[config.mk]
export PLATFORM = sky130hd
export DESIGN_NAME = sfd_echo_lane
export DESIGN_NICKNAME = d
export VERILOG_FILES = /design/src/hw/rtl/sfd_pkg.sv /design/src/hw/rtl/sfd_echo_lane.sv
export SDC_FILE = /design/constraint.sdc
export NUM_CORES = 2
export LEC_CHECK = 0
export BUFFER_PORTS_ARGS = -buffer_cell sky130_fd_sc_hd__buf_2
export CAP_MARGIN = 20
export CELL_PAD_IN_SITES_DETAIL_PLACEMENT = 1
export CELL_PAD_IN_SITES_GLOBAL_PLACEMENT = 1
export CORE_UTILIZATION = 48
export DETAILED_ROUTE_END_ITERATION = 10
export GPL_ROUTABILITY_DRIVEN = 0
export PLACE_DENSITY = 0.86
export SLEW_MARGIN = 30
export SYNTH_ARGS = -nofsm -noshare
export SYNTH_HDL_FRONTEND = slang
export SYNTH_SLANG_ARGS = --single-unit
[constraint.sdc]
create_clock -name i_clk -period 7 [get_ports i_clk]
set_input_delay 0.7 -clock i_clk [delete_from_list [all_inputs] [get_ports i_clk]]
set_output_delay 0.7 -clock i_clk [all_outputs]
set_load 0.01 [all_outputs]
[src/hw/rtl/sfd_pkg.sv]
// Shared constants and codes for the stereo feedback delay.
// No dependencies; used by sfd_echo_lane and stereo_feedback_delay.
`default_nettype none

package sfd_pkg;

    localparam int SAMPLE_W             = 32;
    localparam int PCT_W                = 7;
    localparam int LEN_CFG_W            = 17;
    localparam int CFG_IDX_W            = 1;
    localparam int MAX_DELAY_FRAMES_DEF = 65536;

    // Feedback gain ceiling in percent.
    localparam logic [PCT_W-1:0] PCT_MAX = 7'd100;

    // Reciprocal of 100 for 32-bit unsigned dividends: q = (n * M) >> 37.
    localparam logic [31:0] DIV100_MAGIC = 32'h51EB_851F;
    localparam int          DIV100_SHIFT = 37;

    // Reciprocal of 100 for dividends below 43699: q = (n * 5243) >> 19.
    localparam logic [12:0] DIV100_SMALL_MAGIC = 13'd5243;
    localparam int          DIV100_SMALL_SHIFT = 19;

    // Configuration register indexes.
    localparam logic [CFG_IDX_W-1:0] CFG_DELAY_LENGTH     = 1'b0;
    localparam logic [CFG_IDX_W-1:0] CFG_FEEDBACK_PERCENT = 1'b1;

    // Request kinds.
    localparam logic REQ_PROCESS = 1'b0;
    localparam logic REQ_CLEAR   = 1'b1;

    typedef enum logic [2:0] {
        ST_INIT,
        ST_IDLE,
        ST_READ,
        ST_CALC,
        ST_CLEAR,
        ST_DELIVER
    } t_state;

    // Handshake between the sequencer and one arithmetic lane.
    typedef struct packed {
        logic start;
    } t_lane_ctl;

    typedef struct packed {
        logic done;
    } t_lane_sts;

endpackage

`default_nettype wire

[src/hw/rtl/sfd_echo_lane.sv]
// One channel of the echo arithmetic: stored * pct / 100 plus sample, saturated.
// Six-stage pipeline, at most two multipliers per stage. Depends on sfd_pkg.
`default_nettype none

module sfd_echo_lane (
    input  wire                                 i_clk,
    input  wire                                 i_rst_n,
    input  wire sfd_pkg::t_lane_ctl             i_ctl,
    input  wire logic signed [sfd_pkg::SAMPLE_W-1:0] i_stored,
    input  wire logic signed [sfd_pkg::SAMPLE_W-1:0] i_sample,
    input  wire logic [sfd_pkg::PCT_W-1:0]      i_pct,
    output sfd_pkg::t_lane_sts                  o_sts,
    output logic signed [sfd_pkg::SAMPLE_W-1:0] o_sum
);

    localparam int LAT = 6;
    localparam int H_W = 25;

    logic [LAT-1:0] r_vld;

    // stage 0: magnitude and sign
    logic [31:0]        r_mag0;
    logic               r_neg0;
    logic signed [31:0] r_x0;
    // stage 1: quotient by 100 of the magnitude
    logic [H_W-1:0]     r_h1;
    logic [31:0]        r_mag1;
    logic               r_neg1;
    logic signed [31:0] r_x1;
    // stage 2: remainder
    logic [H_W-1:0]     r_h2;
    logic [6:0]         r_l2;
    logic               r_neg2;
    logic signed [31:0] r_x2;
    // stage 3: scale both parts by the gain
    logic [31:0]        r_a3;
    logic [13:0]        r_b3;
    logic               r_neg3;
    logic signed [31:0] r_x3;
    // stage 4: feedback magnitude
    logic [31:0]        r_fbm4;
    logic               r_neg4;
    logic signed [31:0] r_x4;
    // stage 5: saturated sum
    logic signed [31:0] r_sum5;

    logic [31:0]        w_mag;
    logic [63:0]        w_prod;
    logic [31:0]        w_h100;
    logic [31:0]        w_l;
    logic [31:0]        w_a;
    logic [13:0]        w_b;
    logic [26:0]        w_c;
    logic [31:0]        w_fbm;
    logic signed [33:0] w_fb;
    logic signed [33:0] w_s;
    logic signed [31:0] w_sat;

    always_comb begin
        w_mag  = i_stored[31] ? (~i_stored + 32'd1) : i_stored;
        w_prod = 64'(r_mag0) * 64'(sfd_pkg::DIV100_MAGIC);
        w_h100 = 32'(r_h1) * 32'd100;
        w_l    = r_mag1 - w_h100;
        w_a    = 32'(r_h2) * 32'(i_pct);
        w_b    = 14'(r_l2) * 14'(i_pct);
        w_c    = 27'(r_b3) * 27'(sfd_pkg::DIV100_SMALL_MAGIC);
        w_fbm  = r_a3 + 32'(w_c[sfd_pkg::DIV100_SMALL_SHIFT+6:sfd_pkg::DIV100_SMALL_SHIFT]);
        w_fb   = r_neg4 ? -$signed({2'b00, r_fbm4}) : $signed({2'b00, r_fbm4});
        w_s    = $signed({{2{r_x4[31]}}, r_x4}) + w_fb;
        if (w_s > 34'sd2147483647) begin
            w_sat = 32'sh7FFF_FFFF;
        end else if (w_s < -34'sd2147483648) begin
            w_sat = 32'sh8000_0000;
        end else begin
            w_sat = w_s[31:0];
        end
    end

    always_ff @(posedge i_clk) begin
        if (!i_rst_n) begin
            r_vld <= '0;
        end else begin
            r_vld <= {r_vld[LAT-2:0], i_ctl.start};
        end
    end

    always_ff @(posedge i_clk) begin
        if (i_ctl.start) begin
            r_mag0 <= w_mag;
            r_neg0 <= i_stored[31];
            r_x0   <= i_sample;
        end
        if (r_vld[0]) begin
            r_h1   <= w_prod[sfd_pkg::DIV100_SHIFT+H_W-1:sfd_pkg::DIV100_SHIFT];
            r_mag1 <= r_mag0;
            r_neg1 <= r_neg0;
            r_x1   <= r_x0;
        end
        if (r_vld[1]) begin
            r_h2   <= r_h1;
            r_l2   <= w_l[6:0];
            r_neg2 <= r_neg1;
            r_x2   <= r_x1;
        end
        if (r_vld[2]) begin
            r_a3   <= w_a;
            r_b3   <= w_b;
            r_neg3 <= r_neg2;
            r_x3   <= r_x2;
        end
        if (r_vld[3]) begin
            r_fbm4 <= w_fbm;
            r_neg4 <= r_neg3;
            r_x4   <= r_x3;
        end
        if (r_vld[4]) begin
            r_sum5 <= w_sat;
        end
    end

    assign o_sts.done = r_vld[LAT-1];
    assign o_sum      = r_sum5;

endmodule

`default_nettype wire

==> summary.md <==
| Metric | Value |
|---|---|
| Max-slew violation count | 0 |
| H-Tree Depth | 2 |
| Reg clk slew, reported paths | 0.07 ns |
| Non-Filler Instances | around 5,400 |
| Tcrit/Tclk final | 117% |
| Die H | ~300 um |
| Max_slew headroom | a little under a third |
| Post-synthesis cell type count | 72 |
| Vias per inst | 6.40 |
| Min-delay worst type | input pin to flip-flop |
| First-pass GRT wire length | 226 mm |
| Cts hold-fix bufs | 0 |
| Core area | 85,800 sq um |
| Yosys warns | 0 |
| Status | finished with violations |
| Syn_nets | 5,042 |
| Total gr overflow | 0 |
| Final nets | 5,442 |
| Placed cell count | 5,199 |
| Max-Cap Viols | 0 |
| Share of cells above drive strength 1 | 17.5% |
| Total number of vias | 34,300 |
| Violated checks | setup timing |
| Post-Synthesis Cells | 3,767 |
| DRC | 0 |
| R2R setup slack | -1.19 ns |
| Main flop type after synthesis | edfxtp_1 |
| DP Wirelength | 110 mm |
| # rows | 107 |
| CP Capture Type | flip-flop |
| Area occupied by multi-input gates | 28,300 sq um |
| Die area | between 80,000 and 90,000 sq um |
| Fill count | 8,923 |
| CTS tree | built |
| GRT Util Overall | 34.3% |
| Number of synthesized flops with an enable pin | about 370 |
| CTS Sinks | roughly 380 |
| Final worst slack | -1.19 ns |
| Clk buf depth | 3 |
| Place WS | -0.602 ns |
| Final min period | 8.19 ns |
| Initial DRT Pass Iterations | 8 |
| Post-route ant nets | 0 |
| Area delta synth->final | 16.6% |
| Endpoints failing setup | 38 |
| DR iter-0 viols | about 4,000 |
| Number of buffers added on ports | 106 |
| Startpoint types | flip-flop |
| Initial antenna violation count | 15 |
| Seq cells post-synth | 377 |
| Routed WL per cell | 34.8 um |
| Critical path fanouts, max | 4 |
| Vias in the first global route | between 30,000 and 40,000 |
| Data arrival, critical path | 8.62 ns |
| Die Wd | between 200 and 300 um |
| Worst EP required | ~7.4 ns |
| Clock latency at the later pin of the worst-skew pair | ~0.7 ns |
| Worst Tran Pin Value | 1.03 ns |
| Post-synthesis instance area | between 40,000 and 50,000 sq um |
| Final WL | 186 mm |
| Total CTS buffers | 42 |
| Final TNS setup | -21.54 ns |
| Root Buffer | clkbuf_16 |
| Post-synthesis average cell area | 11.1 sq um |
| Seq/Total Area, Yosys | around 27% |
| Placed Area | 45,400 sq um |
| Largest net degree at the start of global routing | 67 |
| Fmax | approximately 120 MHz |
| Async S/R FF share, synth | 0% |
| Unrepaired setup endpoints after global routing | true |
| Skew final | 0.0524 ns |
| Final instance area | 48,800 sq um |
| Initial Utilization | between 40% and 50% |
| Number of I/O pins | ~110 |
| WS Path Type | flip-flop to flip-flop |
| Hold Vio Cnt, Final | 0 |
| Register area | 11,300 sq um |
-- metal layers --
metal	vias up	wire length (um)	GRT usage (%)
met3	1473	22300	8.55
met5	-	261	0
met2	2791	84300	59.2
li1	13100	-	-
met1	16900	56000	35.1
met4	20	23200	28.5
-- cells in the final DEF, fill, tap and decap left out, drive strengths merged, types with 26 or more instances in the layout --
cell type	netlist	routed
inv	902	902
xor2	43	43
nor3	29	29
o22ai	32	32
xnor2	158	158
nor2	77	77
o31ai	26	26
edfxtp	371	371
clkbuf	41	48
o21ai	72	72
and2	83	83
nand4	26	26
ha	612	612
nand2	248	248
fa	589	589
a21oi	114	114
nand3	32	32
a21o	49	49
buf	9	406
-- final cells by class --
type / count / area share [%]
clock buffers: 48 / 2.20
inverters: 902 / 6.95
diodes: 8 / 0.0410
well taps: 1144 / 2.93
flip-flops and latches: 377 / 23.1
repair buffers: 406 / 6.09
multi-input cells: 2438 / 58.0
clock inverters: 28 / 0.718
-- worst max-delay path, cell delays in order, from the launching register on --
cell	delay, ns
edfxtp_1	0.57
buf_4	0.22
fa_1	0.58
inv_1	0.08
fa_1	0.49
fa_1	0.50
inv_1	0.40
fa_1	0.54
fa_1	0.53
fa_1	0.53
inv_1	0.06
fa_1	0.40
inv_1	0.24
ha_4	0.27
a21o_1	0.23
a2111oi_4	0.55
or4_4	0.24
nor4_4	0.05
a211oi_2	0.35
o21ai_4	0.13
o41a_1	0.41
mux2i_2	0.19
nor4b_2	0.36
-- metrics by stage --
step / util (%) / hold slack (ns)
2_1_floorplan: - / 0.400
3_3_place_gp: 52.9 / 0.402
3_5_place_dp: 52.9 / 0.405
4_1_cts: 55.6 / 0.247
5_1_grt: 56.8 / 0.230
6_report: 56.9 / 0.220
-- registers in the layout, summed over array words and instances (netlist names), 14 cells and up --
| name | cells |
|---|---|
| r_x3 | 32 |
| r_h1 | 25 |
| r_x2 | 32 |
| r_a3 | 32 |
| r_x0 | 32 |
| r_x4 | 32 |
| r_b3 | 14 |
| r_x1 | 32 |
| o_sum | 32 |
| r_h2 | 25 |
| r_fbm4 | 32 |
| r_mag0 | 32 |
-- worst paths after layout --
path | cells after the start | to | startpoint
worst min-delay path | 1 | r_x0[14] | i_sample[14]
worst max register to register | 22 | r_h1[24] | r_mag0[25]
worst max-delay path | 22 | r_h1[24] | r_mag0[25]
worst min register to register | 0 | r_x3[11] | r_x2[11]
-- cell families after synthesis --
family | synth area share [%]
AOI/OAI and AO/OA | 6.89
buffers and inverters | 8.58
muxes | 0.0239
adders and majority gates | 46.5
and+or+nand+nor | 6.92
xor gates and xnor gates | 4.21
DFF | 26.9
-- Yosys cell counts, types with 5 or more instances --
cell type	n	area share, %
a211o_1	5	0.10
a211oi_1	17	0.30
a21boi_0	6	0.11
a21o_1	49	0.88
a21oi_1	114	1.4
a221oi_1	7	0.15
a311oi_1	5	0.10
a31oi_1	13	0.19
and2_1	83	1.2
and3_1	18	0.27
and4_1	5	0.10
buf_2	5	0.060
clkbuf_1	41	0.37
dfxtp_1	6	0.29
edfxtp_1	371	27
fa_1	589	28
ha_1	612	18
inv_1	902	8.1
nand2_1	248	2.2
nand2b_1	16	0.24
nand3_1	32	0.38
nand4_1	26	0.39
nor2_1	77	0.69
nor2b_1	13	0.19
nor3_1	28	0.33
nor4_1	5	0.075
o211ai_1	11	0.20
o21a_1	22	0.39
o21ai_0	68	0.81
o21bai_1	24	0.43
o22ai_1	32	0.48
o31ai_1	25	0.45
o41ai_1	8	0.17
or2_2	7	0.10
or3_1	21	0.31
xnor2_1	158	3.3
xor2_1	43	0.90
-- repair_timing --
action / in CTS / in global routing
pin swaps: 87 / 97
setup endpoints to repair: 43 / 49
setup buffers: 36 / 41
gates resized for setup: 156 / 170
Power is not shown: default switching activity piles up to over one toggle a cycle in this logic, so the estimate is an artifact.
